**config.mk**
```make
export PLATFORM = sky130hd
export DESIGN_NAME = strip_vertex_radiosity_average_core_flat
export DESIGN_NICKNAME = d
export VERILOG_FILES = /design/src/design/svra_pkg.sv /design/src/design/svra_if.sv /design/src/design/svra_cfg.sv /design/src/design/svra_window.sv /design/src/design/svra_shade.sv /design/src/design/strip_vertex_radiosity_average_core.sv /design/src/flat_wrapper.sv
export VERILOG_INCLUDE_DIRS = /design/src /design/src/design
export SDC_FILE = /design/constraint.sdc
export NUM_CORES = 2
export LEC_CHECK = 0
export BUFFER_PORTS_ARGS = -buffer_cell sky130_fd_sc_hd__buf_2
export CORE_AREA = 8 8 577 579
export DETAILED_ROUTE_END_ITERATION = 6
export DIE_AREA = 0 0 585 587
export PLACE_DENSITY_LB_ADDON = 0.08
export SYNTH_ARGS = -nofsm -noshare
export SYNTH_HDL_FRONTEND = slang
export SYNTH_SLANG_ARGS = --single-unit
```
**constraint.sdc**
```tcl
create_clock -name clk_i -period 9.5 [get_ports clk_i]
set_input_delay 1.9 -clock clk_i [delete_from_list [all_inputs] [get_ports clk_i]]
set_output_delay 1.9 -clock clk_i [all_outputs]
set_load 0.05 [all_outputs]
```
**src/design/assert_macros.svh**
```systemverilog
// assertion macros used by the core rtl file
`ifndef ASSERT_MACROS_SVH
`define ASSERT_MACROS_SVH

`ifndef SYNTH

`define SVRA_ASSERT(lbl, prop) \
  lbl: assert property (@(posedge clk_i) disable iff (!rst_ni) prop) \
    else $error("svra assertion failed");

`define SVRA_ASSERT_ALWAYS(lbl, prop) \
  lbl: assert property (@(posedge clk_i) prop) \
    else $error("svra assertion failed");

`else

`define SVRA_ASSERT(lbl, prop)
`define SVRA_ASSERT_ALWAYS(lbl, prop)

`endif

`endif

```
**src/design/svra_pkg.sv**
```systemverilog
`default_nettype none

package svra_pkg;

  localparam int unsigned VALUE_W = 16;
  localparam int unsigned FRAC_W  = 12;
  localparam int unsigned CHAN_W  = 13;
  localparam int unsigned NUM_CH  = 3;

  localparam int unsigned SUM_W   = VALUE_W + 2;
  localparam int unsigned AMB_W   = VALUE_W + CHAN_W - FRAC_W;
  localparam int unsigned MIX_W   = AMB_W + 1;

  // divide by three as multiply by reciprocal, exact for any sum below 3 * 2**VALUE_W
  localparam int unsigned DIV3_SH = SUM_W + 1;
  localparam int unsigned DIV3_W  = DIV3_SH - 1;
  localparam logic [DIV3_W-1:0] DIV3_MUL =
    DIV3_W'(((64'd1 << DIV3_SH) + 64'd2) / 64'd3);

  localparam logic [CHAN_W-1:0] ONE_Q = CHAN_W'(2 ** FRAC_W);

  localparam int unsigned ADDR_W  = 5;
  localparam int unsigned DATA_W  = 32;

  typedef enum logic [2:0] {
    REG_AMB_EN   = 3'd0,
    REG_BLEND_EN = 3'd1,
    REG_AMB_R    = 3'd2,
    REG_AMB_G    = 3'd3,
    REG_AMB_B    = 3'd4,
    REG_REFL_R   = 3'd5,
    REG_REFL_G   = 3'd6,
    REG_REFL_B   = 3'd7
  } reg_idx_e;

  typedef logic [VALUE_W-1:0] val_t;
  typedef logic [CHAN_W-1:0]  chan_t;
  typedef logic [SUM_W-1:0]   sum_t;
  typedef logic [AMB_W-1:0]   amb_t;
  typedef logic [MIX_W-1:0]   mix_t;
  typedef logic [1:0]         cnt_t;

  typedef struct packed {
    logic               blend_en;
    amb_t [NUM_CH-1:0]  amb_term;
  } cfg_t;

  typedef struct packed {
    sum_t  [NUM_CH-1:0] sum;
    cnt_t               cnt;
    chan_t [NUM_CH-1:0] color;
    logic               last;
  } win_t;

  typedef struct packed {
    mix_t  [NUM_CH-1:0] mix;
    chan_t [NUM_CH-1:0] color;
    logic               last;
  } mix_st_t;

endpackage

`default_nettype wire

```
**src/design/svra_if.sv**
```systemverilog
`default_nettype none

interface svra_in_if;
  import svra_pkg::*;

  logic  valid;
  logic  ready;
  val_t  patch_red;
  val_t  patch_green;
  val_t  patch_blue;
  logic  patch_present;
  chan_t color_red;
  chan_t color_green;
  chan_t color_blue;
  logic  strip_start;
  logic  strip_end;

  modport source (
    output valid, patch_red, patch_green, patch_blue, patch_present,
           color_red, color_green, color_blue, strip_start, strip_end,
    input  ready
  );

  modport sink (
    input  valid, patch_red, patch_green, patch_blue, patch_present,
           color_red, color_green, color_blue, strip_start, strip_end,
    output ready
  );
endinterface

interface svra_out_if;
  import svra_pkg::*;

  logic  valid;
  logic  ready;
  chan_t vertex_red;
  chan_t vertex_green;
  chan_t vertex_blue;
  logic  vertex_last;

  modport source (
    output valid, vertex_red, vertex_green, vertex_blue, vertex_last,
    input  ready
  );

  modport sink (
    input  valid, vertex_red, vertex_green, vertex_blue, vertex_last,
    output ready
  );
endinterface

`default_nettype wire

```
**src/design/svra_cfg.sv**
```systemverilog
`default_nettype none

module svra_cfg (
  input  logic                          clk_i,
  input  logic                          rst_ni,
  input  logic                          psel_i,
  input  logic                          penable_i,
  input  logic                          pwrite_i,
  input  logic [svra_pkg::ADDR_W-1:0]   paddr_i,
  input  logic [svra_pkg::DATA_W-1:0]   pwdata_i,
  output logic [svra_pkg::DATA_W-1:0]   prdata_o,
  output svra_pkg::cfg_t                cfg_o
);
  import svra_pkg::*;

  localparam int unsigned PROD_W = VALUE_W + CHAN_W;

  logic                 wr_en;
  reg_idx_e             idx;
  logic                 amb_en_q;
  logic                 blend_en_q;
  val_t  [NUM_CH-1:0]   amb_q;
  chan_t [NUM_CH-1:0]   refl_q;
  amb_t  [NUM_CH-1:0]   amb_term_d;
  amb_t  [NUM_CH-1:0]   amb_term_q;
  logic  [PROD_W-1:0]   prod [NUM_CH];

  assign wr_en = psel_i & penable_i & pwrite_i;
  assign idx   = reg_idx_e'(paddr_i[ADDR_W-1:2]);

  always_ff @(posedge clk_i or negedge rst_ni) begin
    if (!rst_ni) begin
      amb_en_q   <= 1'b0;
      blend_en_q <= 1'b0;
      amb_q      <= '0;
      refl_q     <= '0;
    end else if (wr_en) begin
      unique case (idx)
        REG_AMB_EN:   amb_en_q   <= pwdata_i[0];
        REG_BLEND_EN: blend_en_q <= pwdata_i[0];
        REG_AMB_R:    amb_q[0]   <= pwdata_i[VALUE_W-1:0];
        REG_AMB_G:    amb_q[1]   <= pwdata_i[VALUE_W-1:0];
        REG_AMB_B:    amb_q[2]   <= pwdata_i[VALUE_W-1:0];
        REG_REFL_R:   refl_q[0]  <= pwdata_i[CHAN_W-1:0];
        REG_REFL_G:   refl_q[1]  <= pwdata_i[CHAN_W-1:0];
        REG_REFL_B:   refl_q[2]  <= pwdata_i[CHAN_W-1:0];
      endcase
    end
  end

  // ambient times reflectance, kept ready ahead of the datapath
  always_comb begin
    for (int k = 0; k < NUM_CH; k++) begin
      prod[k]       = PROD_W'(amb_q[k]) * PROD_W'(refl_q[k]);
      amb_term_d[k] = amb_en_q ? prod[k][PROD_W-1:FRAC_W] : '0;
    end
  end

  always_ff @(posedge clk_i or negedge rst_ni) begin
    if (!rst_ni) begin
      amb_term_q <= '0;
    end else begin
      amb_term_q <= amb_term_d;
    end
  end

  always_comb begin
    prdata_o = '0;
    unique case (idx)
      REG_AMB_EN:   prdata_o = DATA_W'(amb_en_q);
      REG_BLEND_EN: prdata_o = DATA_W'(blend_en_q);
      REG_AMB_R:    prdata_o = DATA_W'(amb_q[0]);
      REG_AMB_G:    prdata_o = DATA_W'(amb_q[1]);
      REG_AMB_B:    prdata_o = DATA_W'(amb_q[2]);
      REG_REFL_R:   prdata_o = DATA_W'(refl_q[0]);
      REG_REFL_G:   prdata_o = DATA_W'(refl_q[1]);
      REG_REFL_B:   prdata_o = DATA_W'(refl_q[2]);
    endcase
  end

  assign cfg_o.blend_en = blend_en_q;
  assign cfg_o.amb_term = amb_term_q;

endmodule

`default_nettype wire

```
**src/design/svra_window.sv**
```systemverilog
`default_nettype none

module svra_window (
  input  logic            clk_i,
  input  logic            rst_ni,
  svra_in_if.sink         in_i,
  input  logic            adv_i,
  output logic            win_valid_o,
  output svra_pkg::win_t  win_o
);
  import svra_pkg::*;

  logic               ready;
  logic               accept;
  val_t  [NUM_CH-1:0] cur;
  val_t  [NUM_CH-1:0] prev0_q;
  val_t  [NUM_CH-1:0] prev1_q;
  val_t  [NUM_CH-1:0] p0;
  val_t  [NUM_CH-1:0] p1;
  logic  [1:0]        pres_q;
  logic  [1:0]        pres;
  win_t               win_d;
  win_t               win_q;
  logic               valid_q;

  assign ready      = !valid_q || adv_i;
  assign in_i.ready = ready;
  assign accept     = in_i.valid && ready;

  // strip start empties the window before this vertex
  assign pres = in_i.strip_start ? 2'b00 : pres_q;

  always_comb begin
    cur[0] = in_i.patch_present ? in_i.patch_red   : '0;
    cur[1] = in_i.patch_present ? in_i.patch_green : '0;
    cur[2] = in_i.patch_present ? in_i.patch_blue  : '0;
    for (int k = 0; k < NUM_CH; k++) begin
      p0[k]        = pres[0] ? prev0_q[k] : '0;
      p1[k]        = pres[1] ? prev1_q[k] : '0;
      win_d.sum[k] = SUM_W'(cur[k]) + SUM_W'(p0[k]) + SUM_W'(p1[k]);
    end
    win_d.cnt      = cnt_t'(in_i.patch_present) + cnt_t'(pres[0]) + cnt_t'(pres[1]);
    win_d.color[0] = in_i.color_red;
    win_d.color[1] = in_i.color_green;
    win_d.color[2] = in_i.color_blue;
    win_d.last     = in_i.strip_end;
  end

  always_ff @(posedge clk_i or negedge rst_ni) begin
    if (!rst_ni) begin
      prev0_q <= '0;
      prev1_q <= '0;
      pres_q  <= 2'b00;
    end else if (accept) begin
      if (in_i.strip_end) begin
        prev0_q <= '0;
        prev1_q <= '0;
        pres_q  <= 2'b00;
      end else begin
        prev1_q <= p0;
        prev0_q <= cur;
        pres_q  <= {pres[0], in_i.patch_present};
      end
    end
  end

  always_ff @(posedge clk_i or negedge rst_ni) begin
    if (!rst_ni) begin
      valid_q <= 1'b0;
    end else if (ready) begin
      valid_q <= in_i.valid;
    end
  end

  always_ff @(posedge clk_i) begin
    if (accept) begin
      win_q <= win_d;
    end
  end

  assign win_valid_o = valid_q;
  assign win_o       = win_q;

endmodule

`default_nettype wire

```
**src/design/svra_shade.sv**
```systemverilog
`default_nettype none

module svra_shade (
  input  logic            clk_i,
  input  logic            rst_ni,
  input  logic            win_valid_i,
  input  svra_pkg::win_t  win_i,
  input  svra_pkg::cfg_t  cfg_i,
  output logic            take_o,
  svra_out_if.source      out_o
);
  import svra_pkg::*;

  localparam int unsigned DPROD_W = SUM_W + DIV3_W;
  localparam int unsigned BPROD_W = MIX_W + CHAN_W;
  localparam int unsigned BL_W    = BPROD_W - FRAC_W;

  logic                 out_en;
  logic                 s2_en;
  logic [DPROD_W-1:0]   dprod [NUM_CH];
  val_t [NUM_CH-1:0]    mean;
  mix_st_t              s2_d;
  mix_st_t              s2_q;
  logic                 s2v_q;
  logic [BPROD_W-1:0]   bprod [NUM_CH];
  logic [BL_W-1:0]      blended [NUM_CH];
  chan_t [NUM_CH-1:0]   res_d;
  chan_t [NUM_CH-1:0]   res_q;
  logic                 last_q;
  logic                 ov_q;

  assign out_en = !ov_q || out_o.ready;
  assign s2_en  = !s2v_q || out_en;
  assign take_o = s2_en;

  // mean of the present patches plus ambient
  always_comb begin
    for (int k = 0; k < NUM_CH; k++) begin
      dprod[k] = DPROD_W'(win_i.sum[k]) * DPROD_W'(DIV3_MUL);
      case (win_i.cnt)
        2'd0:    mean[k] = '0;
        2'd1:    mean[k] = win_i.sum[k][VALUE_W-1:0];
        2'd2:    mean[k] = win_i.sum[k][VALUE_W:1];
        default: mean[k] = dprod[k][DIV3_SH +: VALUE_W];
      endcase
      s2_d.mix[k] = MIX_W'(mean[k]) + MIX_W'(cfg_i.amb_term[k]);
    end
    s2_d.color = win_i.color;
    s2_d.last  = win_i.last;
  end

  always_ff @(posedge clk_i or negedge rst_ni) begin
    if (!rst_ni) begin
      s2v_q <= 1'b0;
    end else if (s2_en) begin
      s2v_q <= win_valid_i;
    end
  end

  always_ff @(posedge clk_i) begin
    if (s2_en && win_valid_i) begin
      s2_q <= s2_d;
    end
  end

  // color blend when blend_en is set, then clamp to one
  always_comb begin
    for (int k = 0; k < NUM_CH; k++) begin
      bprod[k]   = BPROD_W'(s2_q.mix[k]) * BPROD_W'(s2_q.color[k]);
      blended[k] = cfg_i.blend_en ? bprod[k][BPROD_W-1:FRAC_W] : BL_W'(s2_q.mix[k]);
      res_d[k]   = (blended[k] > BL_W'(ONE_Q)) ? ONE_Q : blended[k][CHAN_W-1:0];
    end
  end

  always_ff @(posedge clk_i or negedge rst_ni) begin
    if (!rst_ni) begin
      ov_q <= 1'b0;
    end else if (out_en) begin
      ov_q <= s2v_q;
    end
  end

  always_ff @(posedge clk_i) begin
    if (out_en && s2v_q) begin
      res_q  <= res_d;
      last_q <= s2_q.last;
    end
  end

  assign out_o.valid        = ov_q;
  assign out_o.vertex_red   = res_q[0];
  assign out_o.vertex_green = res_q[1];
  assign out_o.vertex_blue  = res_q[2];
  assign out_o.vertex_last  = last_q;

endmodule

`default_nettype wire

```
**src/design/strip_vertex_radiosity_average_core.sv**
```systemverilog
// channel   kind         handshake        beat contents
// in_i      stream sink  valid / ready    patch rgb, patch_present, color rgb, strip flags
// out_o     stream src   valid / ready    vertex rgb clamped to 1.0, vertex_last
// apb       cfg slave    psel / penable   eight registers at byte address 4 * index
//
// one beat per cycle sustained while the output is not stalled; each beat is registered in every stage
// stages: window sum and count, mean plus ambient, color blend and clamp
// reset clears the patch window, the registers and all stage valids
// a stalled output backs up stage by stage; input ready drops only when all stages are full
`default_nettype none

`include "assert_macros.svh"

module strip_vertex_radiosity_average_core (
  input  logic                          clk_i,
  input  logic                          rst_ni,
  svra_in_if.sink                       in_i,
  svra_out_if.source                    out_o,
  input  logic                          psel,
  input  logic                          penable,
  input  logic                          pwrite,
  input  logic [svra_pkg::ADDR_W-1:0]   paddr,
  input  logic [svra_pkg::DATA_W-1:0]   pwdata,
  output logic [svra_pkg::DATA_W-1:0]   prdata,
  output logic                          pready
);
  import svra_pkg::*;

  cfg_t cfg;
  win_t win;
  logic win_valid;
  logic win_take;

  assign pready = 1'b1;

  svra_cfg u_cfg (
    .clk_i     (clk_i),
    .rst_ni    (rst_ni),
    .psel_i    (psel),
    .penable_i (penable),
    .pwrite_i  (pwrite),
    .paddr_i   (paddr),
    .pwdata_i  (pwdata),
    .prdata_o  (prdata),
    .cfg_o     (cfg)
  );

  svra_window u_window (
    .clk_i       (clk_i),
    .rst_ni      (rst_ni),
    .in_i        (in_i),
    .adv_i       (win_take),
    .win_valid_o (win_valid),
    .win_o       (win)
  );

  svra_shade u_shade (
    .clk_i       (clk_i),
    .rst_ni      (rst_ni),
    .win_valid_i (win_valid),
    .win_i       (win),
    .cfg_i       (cfg),
    .take_o      (win_take),
    .out_o       (out_o)
  );

  `SVRA_ASSERT(a_win_hold, (win_valid && !win_take) |=> win_valid)
  `SVRA_ASSERT(a_in_lands, (in_i.valid && in_i.ready) |=> win_valid)
  `SVRA_ASSERT(a_stall_full, !in_i.ready |-> (win_valid && !win_take))
  `SVRA_ASSERT_ALWAYS(a_clamp, out_o.valid |-> (out_o.vertex_red <= ONE_Q && out_o.vertex_green <= ONE_Q && out_o.vertex_blue <= ONE_Q))

endmodule

`default_nettype wire
```
**src/flat_wrapper.sv**
```systemverilog
// flat-port wrapper written by rule: the top's interface ports become plain ports
module strip_vertex_radiosity_average_core_flat import svra_pkg::*;
  (clk_i, rst_ni, psel, penable, pwrite, paddr, pwdata, prdata, pready, in_i_valid, in_i_patch_red, in_i_patch_green, in_i_patch_blue, in_i_patch_present, in_i_color_red, in_i_color_green, in_i_color_blue, in_i_strip_start, in_i_strip_end, in_i_ready, out_o_valid, out_o_vertex_red, out_o_vertex_green, out_o_vertex_blue, out_o_vertex_last, out_o_ready);
  svra_in_if in_i_i ();
  svra_out_if out_o_i ();
  input  logic clk_i;
  input  logic rst_ni;
  input  logic psel;
  input  logic penable;
  input  logic pwrite;
  input  logic [svra_pkg::ADDR_W-1:0] paddr;
  input  logic [svra_pkg::DATA_W-1:0] pwdata;
  output logic [svra_pkg::DATA_W-1:0] prdata;
  output logic pready;
  input wire logic [$bits(in_i_i.valid)-1:0] in_i_valid;
  input wire logic [$bits(in_i_i.patch_red)-1:0] in_i_patch_red;
  input wire logic [$bits(in_i_i.patch_green)-1:0] in_i_patch_green;
  input wire logic [$bits(in_i_i.patch_blue)-1:0] in_i_patch_blue;
  input wire logic [$bits(in_i_i.patch_present)-1:0] in_i_patch_present;
  input wire logic [$bits(in_i_i.color_red)-1:0] in_i_color_red;
  input wire logic [$bits(in_i_i.color_green)-1:0] in_i_color_green;
  input wire logic [$bits(in_i_i.color_blue)-1:0] in_i_color_blue;
  input wire logic [$bits(in_i_i.strip_start)-1:0] in_i_strip_start;
  input wire logic [$bits(in_i_i.strip_end)-1:0] in_i_strip_end;
  output wire logic [$bits(in_i_i.ready)-1:0] in_i_ready;
  output wire logic [$bits(out_o_i.valid)-1:0] out_o_valid;
  output wire logic [$bits(out_o_i.vertex_red)-1:0] out_o_vertex_red;
  output wire logic [$bits(out_o_i.vertex_green)-1:0] out_o_vertex_green;
  output wire logic [$bits(out_o_i.vertex_blue)-1:0] out_o_vertex_blue;
  output wire logic [$bits(out_o_i.vertex_last)-1:0] out_o_vertex_last;
  input wire logic [$bits(out_o_i.ready)-1:0] out_o_ready;
  assign in_i_i.valid = in_i_valid;
  assign in_i_i.patch_red = in_i_patch_red;
  assign in_i_i.patch_green = in_i_patch_green;
  assign in_i_i.patch_blue = in_i_patch_blue;
  assign in_i_i.patch_present = in_i_patch_present;
  assign in_i_i.color_red = in_i_color_red;
  assign in_i_i.color_green = in_i_color_green;
  assign in_i_i.color_blue = in_i_color_blue;
  assign in_i_i.strip_start = in_i_strip_start;
  assign in_i_i.strip_end = in_i_strip_end;
  assign in_i_ready = in_i_i.ready;
  assign out_o_valid = out_o_i.valid;
  assign out_o_vertex_red = out_o_i.vertex_red;
  assign out_o_vertex_green = out_o_i.vertex_green;
  assign out_o_vertex_blue = out_o_i.vertex_blue;
  assign out_o_vertex_last = out_o_i.vertex_last;
  assign out_o_i.ready = out_o_ready;
  strip_vertex_radiosity_average_core u_core (.clk_i(clk_i), .rst_ni(rst_ni), .in_i(in_i_i), .out_o(out_o_i), .psel(psel), .penable(penable), .pwrite(pwrite), .paddr(paddr), .pwdata(pwdata), .prdata(prdata), .pready(pready));
endmodule
```
# ---- Yosys cells after proc, flatten, opt, wreduce, memory -nomap -nowiden
# Cells that the tools add are included.
dict set report word_totals {
  regBits 471
  input_bits 134
}
dict set report classes {
  n_addsub 11
  multipliers 9
  magnitude_cmp 3
  n_eq_ne 9
  mux 23
  bitwise_logic 2
  n_reduce_logical 19
}
# operator count
set ops {}
lappend ops {{case mux 32 bit (8 select lines)} 1}
lappend ops {{two-way mux 16 bit} 9}
lappend ops {{case mux 16 bit (3 select lines)} 3}
lappend ops {{multiplier 18 x 18 -> 35 bit, second input constant} 3}
lappend ops {{two-way mux 48 bit} 2}
lappend ops {{multiplier 18 x 13 -> 31 bit} 3}
lappend ops {{multiplier 16 x 13 -> 29 bit} 3}
lappend ops {{greater-than comparator 19 x 13 -> 1 bit, second input constant} 3}
lappend ops {{two-way mux 19 bit} 3}
lappend ops {{adder 16 x 17 -> 18 bit} 3}
lappend ops {{adder 17 x 16 -> 18 bit} 3}
lappend ops {{adder 16 x 16 -> 17 bit} 3}
lappend ops {{two-way mux 17 bit} 3}
lappend ops {{AND reduction 2 bit} 8}
lappend ops {{equality test 3 bit, second input constant} 4}
lappend ops {{equality test 3 x 2 -> 1 bit, second input constant} 2}
lappend ops {{two-way mux 2 bit} 2}
lappend ops {{equality test 3 x 1 -> 1 bit, second input constant} 1}
lappend ops {{logical AND 1 bit} 3}
lappend ops {{logical NOT 1 bit} 3}
lappend ops {{logical NOT 3 bit} 1}
lappend ops {{logical OR 1 bit} 3}
lappend ops {{adder 1 x 1 -> 2 bit} 1}
lappend ops {{adder 2 x 1 -> 2 bit} 1}
lappend ops {{4 further kinds} 5}

# ---- Longest topological paths before layout
dict set report depth {
  word_depth 5
  mapped_depth 34
  depth_no_buf 34
}

# ---- By module
# From an unflattened synthesis, not the netlist that was laid out.
dict set report unflattened {
  hier_cells 8791
  area_unflattened_um2 83123.5
}
# mod instances cells_each area_per_inst_um2
set modules_own_cells {}
lappend modules_own_cells {svra_shade 1 5148 46867.4}
lappend modules_own_cells {svra_cfg 1 2825 25839.8}
lappend modules_own_cells {svra_window 1 816 10405.0}
lappend modules_own_cells {strip_vertex_radiosity_average_core 1 2 11.3}

# ---- Least setup slack after synthesis
# No wires, ideal clock.
dict set report synth_timing {
  kind {register -> register}
  start {reg u_core.u_window.win_q, in the netlist u_core.u_window.win_o[80]}
  end {reg u_core.u_shade.s2_q[92] (netlist name) (data pin)}
  setup_time_ps 258
  t_arrival_ps 7119
  t_required_ps 9242
  path_slack_ps 2123
  path_stages_with_launch 32
  path_buffers 0
  period_less_slack_ps 7377
  cell_sequence {edfxtp_1 > ha_1 > fa_1 > inv_1 > fa_1 > inv_1 > fa_1 > fa_1 > inv_1 > fa_1 > inv_1 > ha_1 > and3_1 > o211ai_1 > nor2_1 > a221oi_1 > o21bai_1 > a21o_1 > xor2_1 > mux2_2 > a22o_1 > ha_1 > o21ai_0 > a21boi_0 > o21ai_0 > a21oi_1 > o21ai_0 > a21oi_1 > a311oi_1 > o41ai_1 > a21oi_1 > xnor2_1}
}
# item line_no
set synth_rtl {}
lappend synth_rtl {{start: declaration} svra_window.sv:23} ;# win_t win_q;
lappend synth_rtl {{start signal: assignment} svra_window.sv:77} ;# win_q <= win_d;
lappend synth_rtl {{end signal: assignment} svra_shade.sv:62} ;# s2_q <= s2_d;
lappend synth_rtl {{end: declaration} svra_shade.sv:23} ;# mix_st_t s2_q;

==> metrics <==
CTS tree=built; FFs w/ async S/R, synth=about 51%; worst-skew pair later-pin latency=roughly 0.8 ns; Clock Sink Count=roughly 470; Slew @ Worst Pin=1.115 ns; Rel. slew slack=approximately 25%; post-CTS setup buffers=0; via/cell ratio=about 4.3; YS warnings=0; port bufs=~170; final setup TNS=0 ns; CP max stage delay=0.59 ns; GP Congestion=slightly below 0.8; Final Skew=about 0.08 ns; mapped cell area=between 80000 and 90000 µm²; Hold Crit Class=reg2reg; vias in the first global route=between 60000 and 70000; die width=585 µm; register bit total from synthesis=between 400 and 500; status=finished, violations left; core box area=roughly 320000 µm²; sequential area share after synthesis=between 15 and 20%; Die Ht=just under 600 µm; mux share of post-synthesis cell area=under 10%; clk root buf=clkbuf_16; total grt overflow=0; largest net degree at the start of global routing=slightly below 100; drt pass-1 iters=7; Main synth FF type=dfrtp_1; Final setup viols=0; unrepaired setup endpoints after global routing=false; Syn Area/Cell=9.498 µm²; CP max stage cell=edfxtp_1; Achievable Freq=0.1129 GHz; DRC errors left=3; Worst Path Required=10.02 ns; final wirelength=about 250000 µm; Detailed Route Iter0 Violations=2380; via count=approximately 56000; P&R area growth vs syn=10.16%; die area=between 300000 and 400000 µm²; Max Slew Vio Count=0; Placement Rows=between 200 and 250; routed wire length per instance=19.32 µm; adder and majority gate portion of the synthesized area=around 49%; post-CTS sizing=0; CP endpoint kind=flip-flop; # hold bufs at CTS=0; Post-synth EDFFs=230; post-synthesis compound-gate area fraction=about 6.4%; final worst path period share=between 90% and 100%; crit path DAT=~9.4 ns; Final Hold Violating Endpoints=0; Synth Area in Simple Gates=roughly 13%; largest family of logic cells by synthesized area=adder cells; Syn Inst Count=about 8500; Starting Density=24.94%; CP Launch Type=flip-flop; critical path class=reg2reg; Tot GR Track Use=roughly 15%; fin crit period=8.861 ns; initial antenna violation count=30; Distinct cells, synth=a little over 80; Final ANT Viol Nets=0; total CTS buffers=between 70 and 80; Ports=roughly 210; # Max-Cap Violations=0; xor and xnor area share after synthesis=2.358%; crit-path max FO=7; H-tree levels=3; first-pass GRT wire length=approximately 390000 µm; layout cell share with drive strength beyond 1=under 10%; failing checks=design-rule violations; post-layout net count=11000; clk slew on worst S/H paths=roughly 0.07 ns; HPWL after DPL=198700 µm; clock buffer depth=4
final cells by class:
class | instances | area, µm²
sequential | 471 | 12940
inverter | 2009 | 7546
antenna | 11 | 27.53
clock buffer | 84 | 1941
clock inverter | 46 | 511.7
tap | 4325 | 5411
timing repair buffer | 258 | 1539
multi-input combinational | 5695 | 58890
fill | 34692 | 234400
synthesized netlist by cell type (all sizes together), types with 16 or more instances:
cell    number  area share [%]
ha         996              15
nand2     1183             5.5
fa        1360              34
o21ai      162             1.0
clkbuf     290             1.4
and2       506             3.9
a21o        92            0.86
xnor2      139             1.5
nor4        16            0.13
inv       2009             9.4
nand2b      29            0.23
mux2i       59            0.73
nor2       165            0.78
a211oi      16            0.16
a22oi       16            0.15
mux2       102             1.4
and3        28            0.22
a21oi      159             1.0
o21a        25            0.23
buf         38            0.33
dfrtp      241             7.5
a22o       108             1.2
nor2b       39            0.30
nor3        74            0.46
nand4       31            0.24
edfxtp     230             8.6
nand3       63            0.40
xor2        78            0.85
through the flow:
step | cell area [µm²] | instances | util (%) | setup slack (ns) | hold slack (ns)
after global placement | 86330 | 12758 | 26.71 | 0.7558 | 0.4037
after detailed placement | 86330 | 12758 | 26.71 | 0.6648 | 0.4065
after floorplan | 80670 | 8503 | - | 2.123 | 0.4003
final | 88810 | 12899 | 27.48 | 0.6387 | 0.3986
after CTS | 88780 | 12888 | 27.47 | 0.6009 | 0.4032
after global routing | 88780 | 12889 | 27.47 | 0.1703 | 0.4161
cell families after synthesis:
group	Yosys count
muxes	163
xor gates and xnor gates	217
adders and majority gates	2356
and+or+nand+nor	2194
AOI/OAI and AO/OA	748
other	2
DFF	471
buffers and inverters	2337
per-layer routing:
metal | track usage (%) | vias up | share of wire [%]
met1 | 21.57 | 28540 | 51
met5 | 0 | - | 0.018
met3 | 1.360 | 173 | 3.1
li1 | - | 26203 | -
met4 | 2.365 | 8 | 1.6
met2 | 23.18 | 746 | 44
critical path, delay by kind of cell, from the launching register on:
| kind | cells | cell delay (ns) |
|---|---|---|
| flops | 1 | 0.59 |
| fa+ha+maj | 8 | 3.40 |
| simple gates | 2 | 0.28 |
| mux | 1 | 0.08 |
| buf+inv | 3 | 0.15 |
| xor+xnor | 3 | 0.60 |
| compound gates | 15 | 3.46 |
path summary, 6_finish.rpt:
check	start	slack, ns	cells after the start	to
setup / recovery	u_core.u_window.win_o[81]$_DFFE_PP_	0.64	32	u_core.u_shade.s2_q[92]$_DFFE_PP_
hold / removal	u_core.u_window.win_o[28]$_DFFE_PP_	0.40	0	u_core.u_shade.s2_q[28]$_DFFE_PP_
setup reg to reg	u_core.u_window.win_o[81]$_DFFE_PP_	0.64	32	u_core.u_shade.s2_q[92]$_DFFE_PP_
hold reg to reg	u_core.u_window.win_o[28]$_DFFE_PP_	0.40	0	u_core.u_shade.s2_q[28]$_DFFE_PP_
max in group asynchronous	rst_ni	6.64	3	u_core.u_cfg.blend_en_q$_DFFE_PN0P_
min in group asynchronous	rst_ni	1.05	1	u_core.u_window.prev0_q[3]$_DFFE_PN0P_
sequential cells by signal, indices dropped and copies added, names as in the netlist, 39 cells and up:
name,count
u_core.u_window.prev0_q,48
u_core.u_cfg.amb_q,48
u_core.u_cfg.cfg_o,51
u_core.u_cfg.refl_q,39
u_core.u_window.prev1_q,48
u_core.u_window.win_o,96
u_core.u_shade.s2_q,94
cells in the final DEF (no fill, tap or decap), drive strengths merged, types with 12 or more instances in the layout:
cell type	Yosys	final
xor2	78	78
a31oi	15	15
o21a	25	25
a22o	108	108
mux2i	59	59
and2	506	506
o221ai	12	12
xnor2	139	139
fa	1360	1360
mux2	102	102
clkbuf	290	84
and3	28	28
a211oi	16	16
a21o	92	92
nor2b	39	39
nor2	165	165
nor4	16	16
a21boi	12	12
edfxtp	230	230
o211ai	15	15
dfrtp	241	241
nand2b	29	29
a21oi	159	159
buf	38	258
nand3	63	63
or3	15	15
clkinv	0	28
nand2	1183	1183
o21ai	162	162
ha	996	996
nor3	74	74
a22oi	16	16
conb	2	17
nand4	31	31
inv	2009	2012
Power is left out: the tool's default activity adds up to more than one toggle a clock period on the data nets, which glitch-free logic cannot reach.
